===== config.mk =====
export PLATFORM = sky130hd
export DESIGN_NAME = ise_controller
export DESIGN_NICKNAME = d
export VERILOG_FILES = /design/src/sv/ise_pkg.sv /design/src/sv/ise_controller.sv
export SDC_FILE = /design/constraint.sdc
export NUM_CORES = 1
export LEC_CHECK = 0
export ABC_AREA = 1
export BUFFER_PORTS_ARGS = -buffer_cell sky130_fd_sc_hd__buf_2
export CAP_MARGIN = 20
export CORE_MARGIN = 2
export CORE_UTILIZATION = 41
export CTS_CLUSTER_SIZE = 12
export DETAILED_ROUTE_END_ITERATION = 7
export HOLD_SLACK_MARGIN = 0.06
export MAX_ROUTING_LAYER = met4
export PLACE_DENSITY = 0.73
export SETUP_SLACK_MARGIN = 0.5
export SLEW_MARGIN = 20
export SYNTH_ARGS = -nofsm -noshare
export SYNTH_HDL_FRONTEND = slang
export SYNTH_SLANG_ARGS = --single-unit

===== constraint.sdc =====
create_clock -name clock -period 1.08 [get_ports clock]
set_clock_uncertainty 0.1 [all_clocks]
set_input_delay 0.162 -clock clock [delete_from_list [all_inputs] [get_ports clock]]
set_output_delay 0.162 -clock clock [all_outputs]
set_load 0.05 [all_outputs]

===== src/sv/ise_pkg.sv =====
// Shared constants, codes and controller/datapath bundles for the interpolation search engine.
`timescale 1ns / 1ps

package ise_pkg;

   localparam int TABLE_DEPTH   = 1024;
   localparam int ADDR_WIDTH    = $clog2(TABLE_DEPTH);
   localparam int KEY_WIDTH     = 16;
   localparam int COUNT_WIDTH   = 11;
   localparam int INDEX_WIDTH   = 10;
   localparam int POS_WIDTH     = 10;
   // Range bounds need one extra bit for the upper end and a sign for minus one.
   localparam int RANGE_WIDTH   = ADDR_WIDTH + 2;
   localparam int PROD_WIDTH    = KEY_WIDTH + ADDR_WIDTH;
   localparam int DIV_STEPS     = ADDR_WIDTH;
   localparam int DIV_CNT_WIDTH = $clog2(DIV_STEPS + 1);

   localparam logic OP_WRITE  = 1'b0;
   localparam logic OP_SEARCH = 1'b1;

   typedef enum logic [1:0] {
      RD_LO,
      RD_HI,
      RD_P
   } rd_sel_type;

   typedef enum logic [1:0] {
      RES_NONE,
      RES_MISS,
      RES_LO,
      RES_P
   } res_sel_type;

   typedef struct packed {
      logic        wr_en;
      logic        init;
      logic        rd_en;
      rd_sel_type  rd_sel;
      logic        ld_kl;
      logic        ld_mul;
      logic        div_load;
      logic        div_step;
      logic        p_from_lo;
      logic        p_from_quo;
      logic        lo_up;
      logic        hi_down;
      res_sel_type res_sel;
      logic        load_rsp;
   } ise_cmd_type;

   typedef struct packed {
      logic lo_le_hi;
      logic in_range;
      logic single;
      logic match_lo;
      logic flat;
      logic p_match;
      logic p_below;
   } ise_status_type;

endpackage


===== src/sv/ise_controller.sv =====
// Controller: sequences the probes of one search and owns the handshakes.
`timescale 1ns / 1ps

module ise_controller import ise_pkg::*; (
   input  logic           clock,
   input  logic           reset,
   input  logic           req_valid,
   input  logic           req_operation,
   output logic           req_ready,
   output logic           rsp_valid,
   input  logic           rsp_ready,
   input  ise_status_type status,
   output ise_cmd_type    cmd
);

   typedef enum logic [3:0] {
      S_IDLE,
      S_LOOP,
      S_READ_HI,
      S_CHECK,
      S_DIV_LOAD,
      S_DIV,
      S_POS,
      S_READ_P,
      S_COMPARE,
      S_FINISH
   } state_type;

   state_type                state_ff, state_in;
   logic [DIV_CNT_WIDTH-1:0] div_cnt_ff, div_cnt_in;
   logic                     rsp_valid_ff, rsp_valid_in;
   logic                     req_accept;

   assign req_ready  = state_ff == S_IDLE;
   assign req_accept = req_valid && req_ready;

   always_comb begin
      state_in   = state_ff;
      div_cnt_in = div_cnt_ff;
      cmd        = '0;
      cmd.rd_sel  = RD_LO;
      cmd.res_sel = RES_NONE;

      case (state_ff)
         S_IDLE: begin
            if (req_accept) begin
               if (req_operation == OP_SEARCH) begin
                  cmd.init = 1'b1;
                  state_in = S_LOOP;
               end else begin
                  cmd.wr_en = 1'b1;
               end
            end
         end
         S_LOOP: begin
            if (status.lo_le_hi) begin
               cmd.rd_en  = 1'b1;
               cmd.rd_sel = RD_LO;
               state_in   = S_READ_HI;
            end else begin
               cmd.res_sel = RES_MISS;
               state_in    = S_FINISH;
            end
         end
         S_READ_HI: begin
            // Read data now holds the left key; fetch the right one.
            cmd.ld_kl  = 1'b1;
            cmd.rd_en  = 1'b1;
            cmd.rd_sel = RD_HI;
            state_in   = S_CHECK;
         end
         S_CHECK: begin
            if (!status.in_range) begin
               cmd.res_sel = RES_MISS;
               state_in    = S_FINISH;
            end else if (status.single) begin
               cmd.res_sel = status.match_lo ? RES_LO : RES_MISS;
               state_in    = S_FINISH;
            end else if (status.flat) begin
               // Equal end keys: probe the left end instead of dividing by zero.
               cmd.p_from_lo = 1'b1;
               state_in      = S_READ_P;
            end else begin
               cmd.ld_mul = 1'b1;
               state_in   = S_DIV_LOAD;
            end
         end
         S_DIV_LOAD: begin
            cmd.div_load = 1'b1;
            div_cnt_in   = '0;
            state_in     = S_DIV;
         end
         S_DIV: begin
            cmd.div_step = 1'b1;
            div_cnt_in   = div_cnt_ff + DIV_CNT_WIDTH'(1);
            if (div_cnt_ff == DIV_CNT_WIDTH'(DIV_STEPS - 1)) begin
               state_in = S_POS;
            end
         end
         S_POS: begin
            cmd.p_from_quo = 1'b1;
            state_in       = S_READ_P;
         end
         S_READ_P: begin
            cmd.rd_en  = 1'b1;
            cmd.rd_sel = RD_P;
            state_in   = S_COMPARE;
         end
         S_COMPARE: begin
            if (status.p_match) begin
               cmd.res_sel = RES_P;
               state_in    = S_FINISH;
            end else if (status.p_below) begin
               cmd.lo_up = 1'b1;
               state_in  = S_LOOP;
            end else begin
               cmd.hi_down = 1'b1;
               state_in    = S_LOOP;
            end
         end
         S_FINISH: begin
            // Wait until the output register is free or drains this cycle.
            if (!rsp_valid_ff || rsp_ready) begin
               cmd.load_rsp = 1'b1;
               state_in     = S_IDLE;
            end
         end
         default: begin
            state_in = S_IDLE;
         end
      endcase

      if (cmd.load_rsp) begin
         rsp_valid_in = 1'b1;
      end else if (rsp_ready) begin
         rsp_valid_in = 1'b0;
      end else begin
         rsp_valid_in = rsp_valid_ff;
      end
   end

   always_ff @(posedge clock) begin
      if (reset) begin
         state_ff     <= S_IDLE;
         div_cnt_ff   <= '0;
         rsp_valid_ff <= 1'b0;
      end else begin
         state_ff     <= state_in;
         div_cnt_ff   <= div_cnt_in;
         rsp_valid_ff <= rsp_valid_in;
      end
   end

   assign rsp_valid = rsp_valid_ff;

endmodule


==> results of run 1 <==
[cell families after synthesis]
family / Yosys count / synth area share
flip-flops: 9 / 0.2595
adder cells (fa/ha/maj): 2 / 0.03603
buffers and inverters: 21 / 0.1207
AO/OA/AOI/OAI: 13 / 0.1225
AND/OR/NAND/NOR: 64 / 0.4613
[what timing repair did]
action | CTS
pin swaps | 10
setup buffers | 8
endpoints found under the setup margin | 27
gates resized for setup | 58
[per-stage QoR]
stage / hold WS, ps / area, um2 / setup TNS, ps
global placement: 339.1 / 1196 / -5958
floorplan: 243.2 / 872.1 / -4678
CTS: 74.67 / 1485 / -10300
detailed placement: 343.2 / 1196 / -6429
==> flow_summary.toml, run 1 <==
[run_status]
status = "aborted with a tool error"
failed_stage = "global routing"
firstError = "[ERROR DPL-0038] Utilization greater than 100%, impossible to legalize"

[clocking]
cts_max_level = 1
cts_buffer_depth = 2
root_buffer = "clkbuf_4"
clock_sinks = 9
cts_buffers = 3
holdBufCountCts = 0

[floorplanning]
die_x_um = 45.16
dieHeight_um = 45.16
fp-row-count = 14
start_util = 0.4505
io_pins = 30

[synthesis]
syn_area_per_cell_um2 = 6.371
synthesis.nets = 123
synth_top_area_cell = "dfxtp_1"
ys_ff_latch = 9
netlist_instances = 109
ys_top_cells_by_count = "nand2_1 (20), nor2_1 (15), inv_1 (13), nand3_1 (13), dfxtp_1 (9)"
synthTopCellsByArea = "dfxtp_1 (26%), nand2_1 (11%), nand3_1 (9.4%)"
synth_edf_count = 0
synth_most_common_cell = "nand2_1"
async_flop_share = 0
synth.distinct_cells = 27
yosysSeqAreaShare = 0.2595
syn_area_um2 = 694.4
synth_top_area_frac = 0.2595
yosys_warnings = 0
synthFlopType = "dfxtp_1"

[placed_design]
post-place-cells = 173
dp_slack_ps = -340.4
io_buffers = 29
dp_hpwl_um = 1746
gp_congestion = 0.8658

[global_routing]
grt_max_degree = 10

[timing]
worst_path_end_type = "primary output"
grt-worst-endpoint = "cmd[14]"
==> inputs of run 2 (changes only) <==
--- a/config.mk
+++ b/config.mk
@@ -8,14 +8,10 @@
 export ABC_AREA = 1
 export BUFFER_PORTS_ARGS = -buffer_cell sky130_fd_sc_hd__buf_2
 export CAP_MARGIN = 20
-export CORE_MARGIN = 2
-export CORE_UTILIZATION = 41
-export CTS_CLUSTER_SIZE = 12
+export CORE_AREA = 2 2 63 65
 export DETAILED_ROUTE_END_ITERATION = 7
-export HOLD_SLACK_MARGIN = 0.06
-export MAX_ROUTING_LAYER = met4
-export PLACE_DENSITY = 0.73
-export SETUP_SLACK_MARGIN = 0.5
+export DIE_AREA = 0 0 65 67
+export PLACE_DENSITY_LB_ADDON = 0.15
 export SLEW_MARGIN = 20
 export SYNTH_ARGS = -nofsm -noshare
 export SYNTH_HDL_FRONTEND = slang
==> constraint.sdc (replaced) <==
create_clock -name clock -period 1.4 [get_ports clock]
set_clock_uncertainty 0.1 [all_clocks]
set_input_delay 0.21 -clock clock [delete_from_list [all_inputs] [get_ports clock]]
set_output_delay 0.21 -clock clock [all_outputs]
set_load 0.05 [all_outputs]
==> flow_summary.toml, run 2 <==
[run_status]
status = "finished, violations left"
violations = "setup timing"

[worst_setup_path]
slowest_stage = "dfxtp_2"
critPathMaxStageDelay_ps = 370
cp_max_fo = 4
cp_data_arrival_time_ps = 1320
worstSetupStartpointType = "register"
cp_cell_sequence = "inv_2 -> nor2_4 -> nand2_2 -> nor3b_4 -> buf_6"
crit_type = "reg2out"
required_ps = 1090
critPathCaptureType = "output pin"
rr_worst_depth = 7
r2r_setup_slack_ps = 50

[global_routing]
grt_pass1_wl_um = 3732
overflow = 0
grt_max_degree = 10
grt.total_usage = 0.1090
grt_pass1_vias = 886
antenna_found_initial = 0

[synthesis]
synthFlopType = "dfxtp_1"
ys_ff_latch = 9
synth.distinct_cells = 27
ys_top_cells_by_count = "nand2_1 (20), nor2_1 (15), inv_1 (13), nand3_1 (13), dfxtp_1 (9)"
syn_area_per_cell_um2 = 6.371
yosysSeqAreaShare = 0.2595
synthTopCellsByArea = "dfxtp_1 (26%), nand2_1 (11%), nand3_1 (9.4%)"
netlist_instances = 109
syn_area_um2 = 694.4
synth_most_common_cell = "nand2_1"
synth_edf_count = 0
async_flop_share = 0
synth_top_area_frac = 0.2595
synthesis.nets = 123
synth_top_area_cell = "dfxtp_1"
yosys_warnings = 0

[clocking]
cts_tree = "yes"
clk_latency_ps = 230
post_cts_buffers = 0
cts_buffer_depth = 2
cts_buffers = 3
clock_sinks = 9
root_buffer = "clkbuf_8"
holdBufCountCts = 0
cts_max_level = 1
cts.clk_slew.worst_paths_ps = 50

[final_layout]
final_nets = 174
final_common_cell = "buf_4"
postLayoutCoreUtil = 0.3910
area_growth_pct = 103.1
layout_common_cells = "buf_4 (17), nand2_1 (15), buf_6 (13)"
n_antenna_cell = 0
drive_gt1_frac = 0.6038

[route]
drc = 0
drt_first_iter_violations = 11
via_count = 874
wl_per_cell_um = 10.75
post_drt_via_cell_ratio = 4.222
drt-total-wl_um = 2225
drt-pass1-iter-count = 4
drtAntennaViolNets = 0

[pwr]
power_density_mw_per_mm2 = 694.1
p_leak_nw = 0.6237
irDropWorstVdd_mv = 0.2825

[placed_design]
gp_congestion = 0.7851
dp_hpwl_um = 1789
io_buffers = 29

[timing]
relSlewSlack = 0.7708
setup_violations = 17
timing.final.crit_share = 1.166
setup_ws_ps = -233.0
hold_viol_final = 0
worst_slew_pin_slew_ps = 342.5
fin_hold_ws_ps = 155.1
fmax_mhz = 612.4
rsz0062_at_grt = "true"
period_minus_slack_ps = 1633
slew_viol_final = 0

[floorplanning]
dieHeight_um = 67
dieArea_mm2 = 0.004355
start_util = 0.1926
fp-row-count = 22
io_pins = 30
coreArea_mm2 = 0.003606
die_x_um = 65

[run]
cap_violations = 0

[hold_path]
whs_path_depth = 2
hold_path_class = "in2reg"
[run 2: area by class of cell]
type	instances	area, um2
clock buffers	3	41.29
inverters	19	85.08
flip-flops and latches	9	193.9
multi-input cells	79	600.6
well taps	48	60.06
repair buffers	48	424.2
fillers	383	2196
clock inverters	1	5.005
[run 2: critical path, delay by kind of cell, from the launching register on]
family | cells | cell delay [ps]
AND/OR/NAND/NOR | 3 | 440
buffers and inverters | 2 | 280
flip-flops | 1 | 370
[run 2: cell families (layout without fill, tap and decap cells)]
family / Yosys count / in the layout / share of synthesized area
flip-flops: 9 / 9 / 0.2595
AND/OR/NAND/NOR: 64 / 64 / 0.4613
buffers and inverters: 21 / 71 / 0.1207
AO/OA/AOI/OAI: 13 / 13 / 0.1225
adder cells (fa/ha/maj): 2 / 2 / 0.03603
[run 2: timing repair]
item                                    in CTS  in global routing
endpoints found under the setup margin      17                 21
pin swaps                                    5                  2
gates resized for setup                     47                 13
[run 2: report_power, final]
| group | switching [mW] | internal, mW |
|---|---|---|
| registers | 0.0187 | 0.264 |
| clock network | 0.110 | 0.195 |
| logic | 0.234 | 0.158 |
| total | 0.363 | 0.616 |
[run 2: per-layer routing]
metal | global-route usage | wire length, um
met2 | 0.1933 | 1106
met4 | 0.01596 | 18
met5 | 0 | 0
met1 | 0.1353 | 1009
met3 | 0.02703 | 91
[run 2: final timing paths]
check,startpoint,to
worst max-delay path,state_ff[3],cmd[4]
worst min-delay path,reset,state_ff[0]
worst max register to register,state_ff[2],div_cnt_ff[2]
worst min register to register,div_cnt_ff[3],div_cnt_ff[3]
[run 2: stage by stage]
stage	cell area (um2)	instances	TNS, ps	total power [mW]	setup slack, ps
finish	1410	207	-2614	0.9787	-233.0
CTS	1360	207	-3103	0.9849	-266.7
global placement	1159	203	-340.9	0.6224	-66.77
floorplan	822.0	109	-283.1	0.5013	-71.40
detailed placement	1159	203	-450.1	0.6216	-70.22
global route	1410	207	-3659	1.029	-285.6
Note: power is estimated with default switching activity, not from simulation.
==> inputs of run 3 (changes only) <==
--- a/config.mk
+++ b/config.mk
@@ -5,7 +5,6 @@
 export SDC_FILE = /design/constraint.sdc
 export NUM_CORES = 1
 export LEC_CHECK = 0
-export ABC_AREA = 1
 export BUFFER_PORTS_ARGS = -buffer_cell sky130_fd_sc_hd__buf_2
 export CAP_MARGIN = 20
 export CORE_AREA = 2 2 63 65
==> flow_summary.toml, run 3 <==
[worst_setup_path]
slowest_stage = "or4_4"
critPathCaptureType = "output pin"
startpoint = "state_ff[1]"
cp_cell_sequence = "and3b_1 -> or4_4 -> o21ai_4 -> buf_6"
regToRegStartpoint = "state_ff[1]"
cp_max_fo = 3
worstSetupStartpointType = "register"
required_ps = 1090
critPathMaxStageDelay_ps = 500
cp_data_arrival_time_ps = 1580
crit_type = "reg2out"

[clocking]
clk_latency_ps = 230
cts_tree = "yes"
root_buffer = "clkbuf_8"
clock_sinks = 9
cts.clk_slew.worst_paths_ps = 50
cts_max_level = 1
holdBufCountCts = 0
cts_buffers = 3
cts_buffer_depth = 2

[hold_path]
worstHoldStart = "reset"
hold_path_class = "in2reg"

[timing]
setup_violations = 23
period_minus_slack_ps = 1892
relSlewSlack = 0.7520
worst_slew_pin_slew_ps = 368.6
setup_ws_ps = -492.4
rsz0062_at_grt = "true"
timing.final.crit_share = 1.352
slew_viol_final = 0
hold_viol_final = 0
fmax_mhz = 528.4

[pwr]
switching_share = 0.3811
power_frac_comb = 0.592
totalPowerFinal_mw = 1.476
power_density_mw_per_mm2 = 812.6
p_leak_nw = 0.7592
power.share.sequential = 0.196
irDropWorstVdd_mv = 0.2847
power.net_switching_mw = 0.5626
p_int_mw = 0.9136
power_frac_clock = 0.212

[route]
post_drt_via_cell_ratio = 4.425
drt_first_iter_violations = 25
wl_per_cell_um = 12.81
drt-pass1-iter-count = 3
drtAntennaViolNets = 0
drt-total-wl_um = 2805
drc = 0
via_count = 969

[synthesis]
ys_top_cells_by_count = "nor2_1 (11), dfxtp_1 (9), a21oi_1 (8), nand2_1 (6), nor2b_1 (6)"
synth_most_common_cell = "nor2_1"
synth_edf_count = 0
synth_top_area_frac = 0.2470
async_flop_share = 0
synth_top_area_cell = "dfxtp_1"
syn_area_per_cell_um2 = 7.295
synthesis.nets = 114
synthTopCellsByArea = "dfxtp_1 (25%), nor2_1 (5.7%), a21oi_1 (5.5%)"
netlist_instances = 100
syn_area_um2 = 729.5
synthFlopType = "dfxtp_1"
yosys_warnings = 0
yosysSeqAreaShare = 0.2470
ys_ff_latch = 9
synth.distinct_cells = 35

[final_layout]
area.sequential_um2 = 193.9
layout_common_cells = "buf_6 (28), buf_4 (25), buf_2 (12)"
final_nets = 186
final_common_cell = "buf_6"
area_growth_pct = 149.1
n_antenna_cell = 0
multi_input_area_um2 = 793.3
postLayoutCoreUtil = 0.5038
drive_gt1_frac = 0.7427
fill_cells = 337

[floorplanning]
io_pins = 30
start_util = 0.2023
dieHeight_um = 67
fp-row-count = 22
dieArea_mm2 = 0.004355
die_x_um = 65
coreArea_mm2 = 0.003606

[global_routing]
grt_max_degree = 10
grt.total_usage = 0.1322
grt_pass1_vias = 993
overflow = 0
antenna_found_initial = 0
grt_pass1_wl_um = 4416

[run_status]
violations = "setup timing"
status = "finished, violations left"

[run]
cap_violations = 0

[placed_design]
dp_hpwl_um = 1902
io_buffers = 29
gp_congestion = 0.7610
run 3: changes by cell type after synthesis, moves of 4 or more:
cell      before  now
nand2_1       20    6
inv_1         13    3
nand3_1       13    3
nor2b_1        0    6
inv_2          5    0
nand3b_1       0    4
nor2_1        15   11
nor4_1         0    4
run 3: power by group through the flow:
stage	combinational (mW)	clock (mW)	sequential, mW
after floorplan	0.368	0	0.296
after detailed placement	0.557	0	0.289
final	0.874	0.313	0.289
after global placement	0.554	0	0.291
after global routing	0.926	0.332	0.291
after CTS	0.740	0.318	0.288
run 3: metal layers:
layer  global-route usage  wire (um)  up-vias
met5                    0          0        -
met4              0.05053         27        0
met3              0.01689         69        2
met2               0.2371       1563       14
met1               0.1599       1144      458
li1                     -          -      495
run 3: cells by family (layout without fill, tap and decap cells):
group | count (synthesis) | in the layout | synth area share
buffers and inverters | 11 | 82 | 0.06689
muxes | 3 | 3 | 0.04288
AOI/OAI and AO/OA | 20 | 20 | 0.1664
adders and majority gates | 2 | 2 | 0.03430
and+or+nand+nor | 55 | 55 | 0.4425
DFF | 9 | 9 | 0.2470
run 3: area by class of cell:
cell class	count	area share
sequential	9	0.1067
tap	48	0.03306
inverter	3	0.006198
clock buffer	4	0.02479
timing repair buffer	75	0.3926
multi-input combinational	80	0.4366
run 3: path summary, 6_finish.rpt:
kind	end	slack (ps)	depth (start not counted)
worst max-delay path	cmd[1]	-490	4
worst min-delay path	state_ff[2]	180	2
worst max register to register	div_cnt_ff[3]	-220	6
worst min register to register	div_cnt_ff[2]	390	2
run 3: what timing repair did:
action / in CTS / in global routing
pin swaps: 16 / 12
buffers inserted: 9 / 13
gates resized for setup: 80 / 33
endpoints found under the setup margin: 24 / 24
run 3: worst max-delay path, delay by kind of cell (launching register included):
kind	cells	cell delay [ps]
compound gates	1	140
simple gates	2	690
buf+inv	1	170
flops	1	360
run 3: through the flow:
stage                     hold WS [ps]  cell area, um2  TNS (ps)  setup WS [ps]  instances
after detailed placement         398.7            1217     -4521         -323.4        196
after CTS                        176.0            1614     -6348         -490.0        208
after floorplan                  311.3           869.6     -5497         -562.5        100
final                            184.4            1817     -6450         -492.4        219
after global placement           386.7            1217     -4379         -320.8        196
after global routing             199.4            1817     -7715         -540.1        219
==> inputs of run 4 (changes only) <==
--- a/config.mk
+++ b/config.mk
@@ -6,8 +6,8 @@
 export NUM_CORES = 1
 export LEC_CHECK = 0
 export BUFFER_PORTS_ARGS = -buffer_cell sky130_fd_sc_hd__buf_2
-export CAP_MARGIN = 20
 export CORE_AREA = 2 2 63 65
+export CTS_BUF_LIST = sky130_fd_sc_hd__clkbuf_2 sky130_fd_sc_hd__clkbuf_4 sky130_fd_sc_hd__clkbuf_8
 export DETAILED_ROUTE_END_ITERATION = 7
 export DIE_AREA = 0 0 65 67
 export PLACE_DENSITY_LB_ADDON = 0.15
==> flow_summary.toml, run 4 (same netlist as run 3, synthesis figures left out) <==
[run_status]
status = "finished, violations left"
violations = "setup timing"

[route]
via_count = 965
drt-pass1-iter-count = 4
wl_per_cell_um = 12.77
drt-total-wl_um = 2745
drtAntennaViolNets = 0
post_drt_via_cell_ratio = 4.488
drt_first_iter_violations = 30
drc = 0

[timing]
fin_hold_ws_ps = 182.3
fin_setup_tns_ps = -6239
rsz0062_at_grt = "true"
slew_viol_final = 0
setup_violations = 23
period_minus_slack_ps = 1891
fmax_mhz = 528.9
setup_ws_ps = -490.9
timing.final.crit_share = 1.351
hold_viol_final = 0
relSlewSlack = 0.7190
worst_slew_pin_slew_ps = 417.7

[worst_setup_path]
required_ps = 1090
r2r_setup_slack_ps = -220
cp_data_arrival_time_ps = 1580
crit_type = "reg2out"
worstSetupStartpointType = "register"
critPathCaptureType = "output pin"
cp_max_fo = 3

[global_routing]
overflow = 0
grt_pass1_vias = 985
grt_max_degree = 10
grt.total_usage = 0.1305
antenna_found_initial = 0
grt_pass1_wl_um = 4347

[clocking]
cts_buffers = 3
cts.clk_slew.worst_paths_ps = 50
holdBufCountCts = 0
clk_latency_ps = 230
cts_max_level = 1
cts_tree = "yes"
root_buffer = "clkbuf_8"
clock_sinks = 9
cts_buffer_depth = 2

[final_layout]
drive_gt1_frac = 0.7246
fin_area_mm2 = 0.001760
area_growth_pct = 141.3
final_nets = 182
layout_common_cells = "buf_6 (26), buf_4 (23), buf_2 (12)"
n_antenna_cell = 0
final_common_cell = "buf_6"

[placed_design]
dp_hpwl_um = 1902
io_buffers = 29
post_dp_cell_area_mm2 = 0.001217
dp_slack_ps = -323.4
gp_congestion = 0.7610

[floorplanning]
fp-row-count = 22
io_pins = 30
die_x_um = 65
dieHeight_um = 67
coreArea_mm2 = 0.003606
dieArea_mm2 = 0.004355
start_util = 0.2023

[run]
cap_violations = 0

[hold_path]
hold_path_class = "in2reg"

[pwr]
irDropWorstVdd_mv = 0.2328
power_density_mw_per_mm2 = 824.0
p_leak_nw = 0.7228
==> run 4: cell count changes in the layout (fill, tap and decap cells not counted), sizes merged <==
| cell | before | now |
|---|---|---|
| buf | 75 | 71 |
==> run 4: cell type report <==
cell class                      instances  area [um2]
Clock buffer                            4       48.80
Inverter                                3       11.26
Tap cell                               48       60.06
Timing Repair Buffer                   71       675.6
Multi-Input combinational cell         80       770.7
Fill cell                             346        1846
Sequential cell                         9       193.9
==> run 4: repair_timing <==
| item | in CTS | in global routing |
|---|---|---|
| pin swaps | 16 | 12 |
| setup endpoints to repair | 24 | 24 |
| gates resized for setup | 74 | 30 |
| setup buffers | 9 | 7 |
==> run 4: power breakdown <==
part	switching, mW	internal [mW]
Combinational	0.413	0.417
Clock	0.109	0.218
Sequential	0.0208	0.272
==> run 4: worst paths after layout <==
check	start	to	cells past startpoint
setup / recovery	state_ff[1]	cmd[1]	4
hold / removal	reset	state_ff[0]	2
setup reg to reg	state_ff[3]	div_cnt_ff[3]	6
hold reg to reg	div_cnt_ff[2]	div_cnt_ff[2]	2
==> run 4: worst max-delay path, stage by stage (launching register included) <==
cell	delay, ps
dfxtp_4	350
and3b_1	190
or4_4	500
o21ai_4	140
buf_6	170
==> run 4: stage by stage <==
stage          instances  total power [mW]    util
2_1_floorplan        100            0.6641       -
3_3_place_gp         196            0.8447  0.3376
3_5_place_dp         196            0.8464  0.3376
4_1_cts              208             1.349  0.4403
5_1_grt              215             1.531  0.4882
6_report             215             1.451  0.4882
==> run 4: routing by layer <==
metal	up-vias	track usage	share of wire	routed length, um
met5	-	0	0	0
met4	0	0.05585	0.0098	27
met3	2	0.01689	0.027	75
met2	18	0.2332	0.56	1539
met1	455	0.1558	0.40	1102
li1	490	-	-	-
